==> config.mk <==
export PLATFORM = sky130hd
export DESIGN_NAME = circular_deque_flat
export DESIGN_NICKNAME = d
export VERILOG_FILES = /design/src/rtl/cdq_pkg.sv /design/src/rtl/cdq_if.sv /design/src/rtl/circular_deque.sv /design/src/rtl/cdq_cell.sv /design/src/rtl/cdq_ctrl.sv /design/src/flat_wrapper.sv
export SDC_FILE = /design/constraint.sdc
export NUM_CORES = 1
export LEC_CHECK = 0
export BUFFER_PORTS_ARGS = -buffer_cell sky130_fd_sc_hd__buf_2
export CORE_MARGIN = 2
export CORE_UTILIZATION = 40
export CTS_CLUSTER_SIZE = 12
export DETAILED_ROUTE_END_ITERATION = 6
export SYNTH_ARGS = -nofsm -noshare
export SYNTH_HDL_FRONTEND = slang
export SYNTH_SLANG_ARGS = --single-unit
==> constraint.sdc <==
create_clock -name clk -period 4.3 [get_ports clk]
set_clock_uncertainty 0.05 [all_clocks]
set_input_delay 0.215 -clock clk [delete_from_list [all_inputs] [get_ports clk]]
set_output_delay 0.215 -clock clk [all_outputs]
set_load 0.05 [all_outputs]
==> src/rtl/cdq_pkg.sv <==
// ----------------------------------------------------------------------------
// cdq_pkg
// Shared constants and types for the circular deque.
// ----------------------------------------------------------------------------
package cdq_pkg;

	localparam int DEPTH      = 16;
	localparam int DATA_WIDTH = 32;
	localparam int IDX_W      = $clog2(DEPTH);
	localparam int CAP_W      = 5;
	localparam int CMD_W      = 2;
	localparam int STAT_W     = 2;
	localparam int ADDR_W     = 3;

	localparam logic [CAP_W-1:0] CAP_RESET = CAP_W'(DEPTH);

	typedef logic signed [DATA_WIDTH-1:0] word_t;
	typedef logic [IDX_W-1:0]             idx_t;
	typedef logic [CAP_W-1:0]             cap_t;

	typedef enum logic [CMD_W-1:0] {
		CMD_PUSH_FRONT = 2'd0,
		CMD_PUSH_REAR  = 2'd1,
		CMD_POP_FRONT  = 2'd2,
		CMD_POP_REAR   = 2'd3
	} cmd_t;

	typedef enum logic [STAT_W-1:0] {
		ST_DONE  = 2'd0,
		ST_FULL  = 2'd1,
		ST_EMPTY = 2'd2
	} status_t;

	localparam logic [ADDR_W-1:0] REG_CAPACITY = 3'd0;

	typedef struct packed {
		logic wr_en;
		idx_t wr_slot;
		idx_t rd_slot;
	} store_ctl_t;

endpackage

==> src/rtl/cdq_if.sv <==
// ----------------------------------------------------------------------------
// cdq_if
// Valid/ready channels for deque commands and results.
// ----------------------------------------------------------------------------
interface cdq_in_if;
	logic                     valid;
	logic                     ready;
	logic [cdq_pkg::CMD_W-1:0] cmd;
	cdq_pkg::word_t           push_value;

	modport source (output valid, output cmd, output push_value, input ready);
	modport sink   (input valid, input cmd, input push_value, output ready);
endinterface

interface cdq_out_if;
	logic                      valid;
	logic                      ready;
	logic [cdq_pkg::STAT_W-1:0] status;
	cdq_pkg::word_t            popped_value;

	modport source (output valid, output status, output popped_value, input ready);
	modport sink   (input valid, input status, input popped_value, output ready);
endinterface

==> src/rtl/circular_deque.sv <==
// ----------------------------------------------------------------------------
// circular_deque
// Double-ended queue on a ring of word cells with an APB capacity register.
// Result: registered in the cycle after the command word is taken.
// Throughput: one command per cycle while the result side is ready; the index
// update and the cell row read/write for a command complete in the cycle it is accepted.
// Reset: queue empty, both indices zero, capacity 16; cell contents undefined.
// ----------------------------------------------------------------------------
module circular_deque (
	input  logic                          clk,
	input  logic                          arst_n,
	cdq_in_if.sink                        req,
	cdq_out_if.source                     rsp,
	input  logic                          psel,
	input  logic                          penable,
	input  logic                          pwrite,
	input  logic [cdq_pkg::ADDR_W-1:0]    paddr,
	input  logic [31:0]                   pwdata,
	output logic [31:0]                   prdata,
	output logic                          pready
);

	cdq_pkg::cap_t       cap_q;
	logic                cfg_wr;
	cdq_pkg::store_ctl_t ctl;
	cdq_pkg::word_t      wdata;
	cdq_pkg::word_t      rd_chain [cdq_pkg::DEPTH+1];

	assign pready = 1'b1;
	assign cfg_wr = psel && penable && pwrite && pready &&
		(paddr[cdq_pkg::ADDR_W-1:2] == cdq_pkg::REG_CAPACITY[cdq_pkg::ADDR_W-1:2]);

	always_ff @(posedge clk or negedge arst_n) begin
		if (!arst_n) begin
			cap_q <= cdq_pkg::CAP_RESET;
		end else if (cfg_wr) begin
			cap_q <= pwdata[cdq_pkg::CAP_W-1:0];
		end
	end

	assign prdata = (paddr[cdq_pkg::ADDR_W-1:2] == cdq_pkg::REG_CAPACITY[cdq_pkg::ADDR_W-1:2])
		? {{(32-cdq_pkg::CAP_W){1'b0}}, cap_q} : '0;

	cdq_ctrl u_ctrl (
		.clk     (clk),
		.arst_n  (arst_n),
		.req     (req),
		.rsp     (rsp),
		.cfg_wr  (cfg_wr),
		.cap_cfg (cap_q),
		.ctl     (ctl),
		.wdata   (wdata),
		.rd_data (rd_chain[cdq_pkg::DEPTH])
	);

	assign rd_chain[0] = '0;

	for (genvar i = 0; i < cdq_pkg::DEPTH; i++) begin : g_cell
		cdq_cell u_cell (
			.clk     (clk),
			.cell_id (cdq_pkg::IDX_W'(i)),
			.ctl     (ctl),
			.wdata   (wdata),
			.rd_in   (rd_chain[i]),
			.rd_out  (rd_chain[i+1])
		);
	end

endmodule

==> src/rtl/cdq_cell.sv <==
// ----------------------------------------------------------------------------
// cdq_cell
// One ring slot: holds a word and passes the read word along the row.
// ----------------------------------------------------------------------------
module cdq_cell (
	input  logic                 clk,
	input  cdq_pkg::idx_t        cell_id,
	input  cdq_pkg::store_ctl_t  ctl,
	input  cdq_pkg::word_t       wdata,
	input  cdq_pkg::word_t       rd_in,
	output cdq_pkg::word_t       rd_out
);

	cdq_pkg::word_t word_q;

	always_ff @(posedge clk) begin
		if (ctl.wr_en && ctl.wr_slot == cell_id) begin
			word_q <= wdata;
		end
	end

	assign rd_out = (ctl.rd_slot == cell_id) ? word_q : rd_in;

endmodule

==> src/rtl/cdq_ctrl.sv <==
// ----------------------------------------------------------------------------
// cdq_ctrl
// Front/rear indices, full/empty decisions and the result register.
// ----------------------------------------------------------------------------
module cdq_ctrl (
	input  logic                clk,
	input  logic                arst_n,
	cdq_in_if.sink              req,
	cdq_out_if.source           rsp,
	input  logic                cfg_wr,
	input  cdq_pkg::cap_t       cap_cfg,
	output cdq_pkg::store_ctl_t ctl,
	output cdq_pkg::word_t      wdata,
	input  cdq_pkg::word_t      rd_data
);

	cdq_pkg::idx_t  front_q, rear_q;
	logic           empty_q;
	logic           out_valid_q;
	logic [cdq_pkg::STAT_W-1:0] status_q;
	cdq_pkg::word_t popped_q;

	cdq_pkg::cap_t  cap;
	cdq_pkg::cmd_t  cmd;
	logic           fire, is_push, full;
	cdq_pkg::idx_t  front_dn, front_up, rear_up, rear_dn;

	function automatic cdq_pkg::idx_t step_up(cdq_pkg::idx_t idx, cdq_pkg::cap_t c);
		cdq_pkg::cap_t nxt;
		nxt = {1'b0, idx} + cdq_pkg::CAP_W'(1);
		return (nxt >= c) ? '0 : nxt[cdq_pkg::IDX_W-1:0];
	endfunction

	function automatic cdq_pkg::idx_t step_down(cdq_pkg::idx_t idx, cdq_pkg::cap_t c);
		cdq_pkg::cap_t top;
		top = c - cdq_pkg::CAP_W'(1);
		return (idx == '0) ? top[cdq_pkg::IDX_W-1:0] : idx - cdq_pkg::IDX_W'(1);
	endfunction

	always_comb begin
		if (cap_cfg == '0) begin
			cap = cdq_pkg::CAP_W'(1);
		end else if (cap_cfg > cdq_pkg::CAP_W'(cdq_pkg::DEPTH)) begin
			cap = cdq_pkg::CAP_W'(cdq_pkg::DEPTH);
		end else begin
			cap = cap_cfg;
		end
	end

	assign cmd       = cdq_pkg::cmd_t'(req.cmd);
	assign req.ready = !out_valid_q || rsp.ready;
	assign fire      = req.valid && req.ready;
	assign is_push   = (cmd == cdq_pkg::CMD_PUSH_FRONT) || (cmd == cdq_pkg::CMD_PUSH_REAR);

	assign front_dn = step_down(front_q, cap);
	assign front_up = step_up(front_q, cap);
	assign rear_up  = step_up(rear_q, cap);
	assign rear_dn  = step_down(rear_q, cap);
	assign full     = !empty_q && (rear_up == front_q);

	always_comb begin
		ctl.wr_en   = fire && is_push && !full && !cfg_wr;
		ctl.wr_slot = empty_q ? '0 :
			(cmd == cdq_pkg::CMD_PUSH_FRONT) ? front_dn : rear_up;
		ctl.rd_slot = (cmd == cdq_pkg::CMD_POP_FRONT) ? front_q : rear_q;
	end

	assign wdata = req.push_value;

	always_ff @(posedge clk or negedge arst_n) begin
		if (!arst_n) begin
			front_q <= '0;
			rear_q  <= '0;
			empty_q <= 1'b1;
		end else if (cfg_wr) begin
			front_q <= '0;
			rear_q  <= '0;
			empty_q <= 1'b1;
		end else if (fire) begin
			if (is_push) begin
				if (!full) begin
					if (empty_q) begin
						front_q <= '0;
						rear_q  <= '0;
						empty_q <= 1'b0;
					end else if (cmd == cdq_pkg::CMD_PUSH_FRONT) begin
						front_q <= front_dn;
					end else begin
						rear_q <= rear_up;
					end
				end
			end else if (!empty_q) begin
				if (front_q == rear_q) begin
					front_q <= '0;
					rear_q  <= '0;
					empty_q <= 1'b1;
				end else if (cmd == cdq_pkg::CMD_POP_FRONT) begin
					front_q <= front_up;
				end else begin
					rear_q <= rear_dn;
				end
			end
		end
	end

	always_ff @(posedge clk or negedge arst_n) begin
		if (!arst_n) begin
			out_valid_q <= 1'b0;
		end else if (fire) begin
			out_valid_q <= 1'b1;
		end else if (rsp.ready) begin
			out_valid_q <= 1'b0;
		end
	end

	always_ff @(posedge clk) begin
		if (fire) begin
			if (is_push) begin
				status_q <= full ? cdq_pkg::ST_FULL : cdq_pkg::ST_DONE;
				popped_q <= '0;
			end else if (empty_q) begin
				status_q <= cdq_pkg::ST_EMPTY;
				popped_q <= '0;
			end else begin
				status_q <= cdq_pkg::ST_DONE;
				popped_q <= rd_data;
			end
		end
	end

	assign rsp.valid        = out_valid_q;
	assign rsp.status       = status_q;
	assign rsp.popped_value = popped_q;

endmodule

==> src/flat_wrapper.sv <==
// flat-port wrapper written by rule: the top's interface ports become plain ports
module circular_deque_flat 
  (clk, arst_n, psel, penable, pwrite, paddr, pwdata, prdata, pready, req_valid, req_cmd, req_push_value, req_ready, rsp_valid, rsp_status, rsp_popped_value, rsp_ready);
  cdq_in_if req_i ();
  cdq_out_if rsp_i ();
  input  logic clk;
  input  logic arst_n;
  input  logic psel;
  input  logic penable;
  input  logic pwrite;
  input  logic [cdq_pkg::ADDR_W-1:0] paddr;
  input  logic [31:0] pwdata;
  output logic [31:0] prdata;
  output logic pready;
  input wire logic [$bits(req_i.valid)-1:0] req_valid;
  input wire logic [$bits(req_i.cmd)-1:0] req_cmd;
  input wire logic [$bits(req_i.push_value)-1:0] req_push_value;
  output wire logic [$bits(req_i.ready)-1:0] req_ready;
  output wire logic [$bits(rsp_i.valid)-1:0] rsp_valid;
  output wire logic [$bits(rsp_i.status)-1:0] rsp_status;
  output wire logic [$bits(rsp_i.popped_value)-1:0] rsp_popped_value;
  input wire logic [$bits(rsp_i.ready)-1:0] rsp_ready;
  assign req_i.valid = req_valid;
  assign req_i.cmd = req_cmd;
  assign req_i.push_value = req_push_value;
  assign req_ready = req_i.ready;
  assign rsp_valid = rsp_i.valid;
  assign rsp_status = rsp_i.status;
  assign rsp_popped_value = rsp_i.popped_value;
  assign rsp_i.ready = rsp_ready;
  circular_deque u_core (.clk(clk), .arst_n(arst_n), .req(req_i), .rsp(rsp_i), .psel(psel), .penable(penable), .pwrite(pwrite), .paddr(paddr), .pwdata(pwdata), .prdata(prdata), .pready(pready));
endmodule
=== Word level (Yosys, flattened, before mapping) ===
Index checks and enable logic that the tools add are counted.

* $add $sub $neg: 5
* $mul: 0
* Divide/modulo/power cells: 0
* $lt $le $gt $ge: 3
* Equal/unequal tests: 39
* Shift-type cells: 0
* Muxes and demuxes: 55
* Bitwise gates (word level): 1
* Reduce and logical (&&, ||, !) cells: 43

{| class="wikitable"
|+ Operators by type and width
! cell !! number
|-
| $mux 32 || 16
|-
| $mux 4 || 25
|-
| $eq 4x4->1 const B || 16
|-
| $eq 4x3->1 const B || 8
|-
| $logic_and 1x1->1 || 24
|-
| $eq 4x2->1 const B || 4
|-
| $logic_not 4->1 || 4
|-
| $mux 5 || 3
|-
| $sub 4x1->4 const B || 3
|-
| $add 4x1->5 const B || 2
|-
| $ge 5x5->1 || 2
|-
| $reduce_and 5->1 || 2
|-
| $mux 1 || 9
|-
| $eq 4x1->1 const B || 2
|-
| $eq 4x4->1 || 2
|-
| $ne 4x3->1 const B || 2
|-
| $gt 5x5->1 const B || 1
|-
| $logic_not 5->1 || 1
|-
| $logic_not 1->1 || 4
|-
| $mux 2 || 2
|-
| $ne 4x4->1 const B || 1
|-
| $reduce_bool 2->1 || 2
|-
| $reduce_bool 4->1 || 1
|-
| $ne 3x2->1 const B || 1
|-
| other kinds (8) || 9
|}

* Register bits: 561
* Latch bits: 0
* RAM bits: 0
* ROM bits: 0
* Input port bits: 76
* Output and inout bits: 69
* Logic and storage cells: 169
* Memories kept: 0

=== Longest topological paths before layout ===
* Depth in word-level cells: 19
* Gate-level depth with buffers: 12
* Depth with buffers taken out: 12

=== Hierarchy ===
Synthesis repeated with hierarchy kept, for this count alone.

* Cell total of the unflattened synthesis: 1594
* Area total of the unflattened synthesis: 26837.0 um2

{| class="wikitable"
|+ By module, submodules not included
! module !! instances !! cells an instance !! area an instance (um2) !! sequential area each (um2)
|-
| cdq_cell || 16 || 78 || 1456.4 || 960.9
|-
| cdq_ctrl || 1 || 299 || 3062.9 || 1272.5
|-
| circular_deque || 1 || 47 || 471.7 || 126.4
|}

=== Worst setup path after synthesis ===
No wires, ideal clock.

* Path type: register to register
* Start: register u_core.u_ctrl.rear_q[0]
* End: register u_core.g_cell[8].u_cell.word_q[0] (enable)
* Data arrival time: 4.139 ns
* Slack: -0.310 ns
* Cell stages (with the launch flop): 12
* Path buffers: 1
* Period minus slack after synthesis: 4.610 ns
* Path through: dfrtp_1 > buf_2 > inv_1 > ha_1 > ha_1 > a31oi_1 > o21a_1 > and3_1 > a21oi_1 > a21oi_1 > or4_1 > nor2_1

* Word-level cells in the longest chain between the ends: 9
* Elaborated cells on any way between the ends: 12
* Those cells by class: 1 x add/sub; 1 x order compare; 2 x eq/ne; 3 x mux; 5 x reduce/logical

{| class="wikitable"
|+ RTL lines
! item !! RTL line !! RTL
|-
| from (decl) || cdq_ctrl.sv:17 || <nowiki>cdq_pkg::idx_t front_q, rear_q;</nowiki>
|-
| from (signal assigned) || cdq_ctrl.sv:89 || <nowiki>rear_q <= rear_up;</nowiki>
|-
| from (signal assigned) || cdq_ctrl.sv:100 || <nowiki>rear_q <= rear_dn;</nowiki>
|-
| $add 4x1->5 * || cdq_ctrl.sv:30 || <nowiki>nxt = {1'b0, idx} + cdq_pkg::CAP_W'(1);</nowiki>
|-
| $ge 5x5->1 || cdq_ctrl.sv:31 || <nowiki>return (nxt >= c) ? '0 : nxt[cdq_pkg::IDX_W-1:0];</nowiki>
|-
| $mux 4 * || cdq_ctrl.sv:31 ||
|-
| $eq 4x4->1 || cdq_ctrl.sv:59 || <nowiki>assign full = !empty_q && (rear_up == front_q);</nowiki>
|-
| $logic_and 1x1->1 || cdq_ctrl.sv:59 ||
|-
| $logic_not 1->1 || -- ||
|-
| $logic_and 1x1->1 (2 in a row) || cdq_ctrl.sv:62 || <nowiki>ctl.wr_en = fire && is_push && !full && !cfg_wr;</nowiki>
|-
| $logic_and 1x1->1 * || cdq_cell.sv:17 || <nowiki>if (ctl.wr_en && ctl.wr_slot == cell_id) begin</nowiki>
|-
| to (signal assigned) || cdq_cell.sv:18 || <nowiki>word_q <= wdata;</nowiki>
|-
| to (decl) || cdq_cell.sv:14 || <nowiki>cdq_pkg::word_t word_q;</nowiki>
|}

Mark *: on every way between the ends. The rest lies on a longest branch, timed or not.
A chain may end at the register's enable or synchronous reset.

=== Worst setup path after layout ===
* Start: register u_core.u_ctrl.rear_q[0]
* End: register u_core.g_cell[12].u_cell.word_q[9] (enable)

* Word-level cells in the longest chain between the ends: 9
* Elaborated cells on any way between the ends: 12
* Those cells by class: 1 x add/sub; 1 x order compare; 2 x eq/ne; 3 x mux; 5 x reduce/logical

{| class="wikitable"
|+ RTL lines
! item !! RTL line
|-
| $add 4x1->5 * || cdq_ctrl.sv:30
|-
| $ge 5x5->1 || cdq_ctrl.sv:31
|-
| $mux 4 * || cdq_ctrl.sv:31
|-
| $eq 4x4->1 || cdq_ctrl.sv:59
|-
| $logic_and 1x1->1 || cdq_ctrl.sv:59
|-
| $logic_not 1->1 || --
|-
| $logic_and 1x1->1 (2 in a row) || cdq_ctrl.sv:62
|-
| $logic_and 1x1->1 * || cdq_cell.sv:17
|-
| to (signal assigned) || cdq_cell.sv:18
|-
| to (decl) || cdq_cell.sv:14
|}

Marked as above.

==> flow_metrics.py <==
metrics = {
    "pwr": {
        "leakage_uw": 0.00871,
        "p_switching_uw": 5960,
        "sequentialPowerShare_pct": 39.1,
        "swShare_pct": 35.3,
        "pwr-share-clk_pct": 26.6,
        "power_frac_comb_pct": 34.3,
        "ir_drop_uv": 346,
        "internal_power_uw": 10900,
        "power_per_cell_area_mw_per_mm2": 635,
    },
    "timing": {
        "slew_viol_final": 0,
        "setup_violations": 0,
        "rsz0062_at_grt": "no",
        "tightestPinTransition_ns": 1.07,
        "fmax_mhz": 249,
        "hold_ws_ns": 0.0248,
        "period_minus_slack_ns": 4.01,
        "period_share_pct": 93.3,
        "timing_hold_violations_final": 0,
        "slew_headroom_pct": 28.3,
    },
    "cells_and_area": {
        "stdcell_area_mm2": 0.0266,
        "fill_cells": 4781,
        "layout_commonest_cell": "edfxtp_1",
        "final_cell_mix": "edfxtp_1, nand2_1, a21oi_1",
        "syn2layout_area_growth_pct": 16.2,
        "fin_nets": 1780,
        "antenna_cells": 0,
        "final_layout_size_suffix_gt1_share_pct": 16.2,
    },
    "synth": {
        "synth_seq_area_share_pct": 73.4,
        "synthesis.instances": 1524,
        "synth.area.top_cells": "edfxtp_1, o22ai_1, a21oi_1",
        "synth_top_area_share_pct": 71.7,
        "ys_ff_latch": 561,
        "netlist_area_mm2": 0.0229,
        "yosys.area.top_type": "edfxtp_1",
        "yosys_warnings": 0,
        "synth_edf_count": 546,
        "ys.flop_type": "edfxtp_1",
        "avgSynthCellArea_um2": 15.0,
        "yosysUniqueCellTypes": 73,
        "async_flop_share_pct": 2.67,
    },
    "grt": {
        "grt_pass1_wl_mm": 89.8,
        "grt_antenna_before_repair": 1,
        "grt_max_degree": 58,
        "track_usage_pct": 20.1,
        "grt_overflow": 0,
        "grt_pass1_vias": 14100,
    },
    "floorplanning": {
        "die-area_mm2": 0.0591,
        "coreArea_mm2": 0.0565,
        "die_w_um": 243,
        "rows": 87,
        "start_util_pct": 40.5,
        "die_h_um": 243,
        "ioPinCount": 145,
    },
    "setup_path": {
        "cp_max_fo": 21,
        "critPathRequiredTime_ns": 4.55,
        "critical_path_class": "reg2reg",
        "critPathTopFamily": "simple AND/OR/NAND/NOR gates",
        "cp-start-kind": "register",
        "critPathSlowestCell": "or4_1",
        "cp.arrival_ns": 4.26,
        "critPathCaptureType": "register",
        "crit_buf_inv": 2,
        "regToRegSetupSlack_ns": 0.29,
        "critPathMaxStageDelay_ns": 0.69,
        "path_cells": "buf_4 -> nand3_1 -> xnor2_1 -> ha_1 -> nand2_1 -> o21ai_0 -> nor3_1 -> a21oi_1 -> a21oi_1 -> or4_1 -> nor2_4 -> buf_12",
        "crit_top_cell": "a21oi_1",
    },
    "clocking": {
        "cts_inserted_buffers": 56,
        "htreeDepth": 2,
        "clk_pin_slew_ns": 0.06,
        "cts_tree": "built",
        "post_cts_buffers": 0,
        "cts_resized": 0,
        "hold_buffers": 42,
        "clk_latency_ns": 0.62,
        "clk_path_buf_depth": 3,
        "cts_sinks": 561,
        "clockRootBuffer": "clkbuf_16",
    },
    "detailed_routing": {
        "vias_per_cell": 5.71,
        "drtIter0Drc": 1591,
        "vias": 14200,
        "post_drt_wl_per_cell_um": 24.2,
        "met2_length_mm": 28.6,
        "highest_layer": "met5",
        "wl_met1_mm": 25.3,
        "wirelength_mm": 59.9,
        "wl_met3_mm": 4.60,
        "ant_nets": 0,
        "drc_errors": 0,
        "drt_first_pass_iters": 6,
    },
    "worst_hold_path": {
        "hold_class": "in2reg",
    },
    "run_status": {
        "outcome": "finished clean",
    },
    "placement": {
        "portBuffers": 87,
        "dpl-instance-area_mm2": 0.0245,
        "gp_congestion": 0.845,
        "hpwl_mm": 36.1,
    },
    "flow_run": {
        "cap_violations": 0,
    },
}
[synthesized netlist by cell type, drive strengths merged (13+ instances only)]
cell type,instances
edfxtp,546
nand2,118
a21oi,105
o21ai,97
nor2,88
buf,87
o22ai,86
a221oi,49
clkbuf,32
mux2i,29
a211oi,27
a221o,23
nor3,16
ha,15
a22oi,14
inv,14
dfrtp,13
nand2b,13
o211ai,13
o21a,13
[cell type report]
| type | count | area (um2) | share of cell area [%] |
|---|---|---|---|
| clock inverter | 15 | 144 | 0.542 |
| tap | 756 | 946 | 3.56 |
| clock buffer | 75 | 1490 | 5.62 |
| inverter | 15 | 56.3 | 0.212 |
| sequential | 561 | 16800 | 63.1 |
| timing repair buffer | 200 | 1590 | 5.98 |
| multi-input combinational | 855 | 5560 | 20.9 |
[power by group through the flow]
stage	Sequential, uW	Clock, uW	Combinational (uW)
2_1_floorplan	6840	0	3710
3_3_place_gp	6690	0	5670
5_1_grt	6620	4790	6210
4_1_cts	6590	4570	5780
6_report	6590	4480	5780
3_5_place_dp	6700	0	5730
[routing by layer]
| layer | track usage (%) | up-vias |
|---|---|---|
| met4 | 5.29 | 2 |
| met3 | 4.18 | 96 |
| met5 | 0 | - |
| met2 | 33.2 | 571 |
| met1 | 27.2 | 7147 |
| li1 | - | 6336 |
[cell families (layout without fill, tap and decap cells)]
group | Yosys count | count (layout) | share of synthesized area (%)
other | 2 | 28 | 0.0329
DFF | 561 | 561 | 73.4
and+or+nand+nor | 275 | 275 | 5.34
AOI/OAI and AO/OA | 489 | 489 | 14.4
muxes | 37 | 37 | 2.15
xor gates and xnor gates | 11 | 11 | 0.482
buffers and inverters | 134 | 305 | 3.41
adders and majority gates | 15 | 15 | 0.821
[path summary, 6_finish.rpt]
kind,to,start,cells past startpoint
setup / recovery,u_core.g_cell[12].u_cell.word_q[9],u_core.u_ctrl.rear_q[0],12
min in group asynchronous,u_core.cap_q[4],arst_n,2
hold / removal,u_core.u_ctrl.empty_q,pwrite,4
setup reg to reg,u_core.g_cell[12].u_cell.word_q[9],u_core.u_ctrl.rear_q[0],12
max in group asynchronous,u_core.u_ctrl.rsp.valid,arst_n,3
hold reg to reg,u_core.cap_q[0],u_core.cap_q[0],2
[worst reg2reg max path: cells and delay by family, from the launching register on]
family	cells	cell delay [ns]
adder cells (fa/ha/maj)	1	0.20
buffers and inverters	2	0.48
XOR/XNOR	1	0.41
AND/OR/NAND/NOR	5	1.27
AO/OA/AOI/OAI	3	0.73
flip-flops	1	0.54
[flip-flops by register name (all words and copies together), names as in the netlist]
name                            cells
u_core.g_cell.u_cell.word_q       512
u_core.u_ctrl.rsp.valid             1
u_core.u_ctrl.front_q               4
u_core.cap_q                        5
u_core.u_ctrl.rear_q                4
u_core.u_ctrl.rsp.popped_value     32
u_core.u_ctrl.empty_q               1
u_core.u_ctrl.rsp.status            2
[metrics by stage]
step	worst slack, ns	TNS, ns	power (uW)	utilization (%)	instances
2_1_floorplan	-0.310	-74.09	10500	-	1550
3_3_place_gp	0.379	0	12400	43.4	2345
3_5_place_dp	0.374	0	12400	43.4	2345
4_1_cts	0.338	0	16900	47.0	2477
5_1_grt	0.0403	0	17600	47.0	2477
6_report	0.290	0	16900	47.0	2477
(Power assumes the default switching activity.)
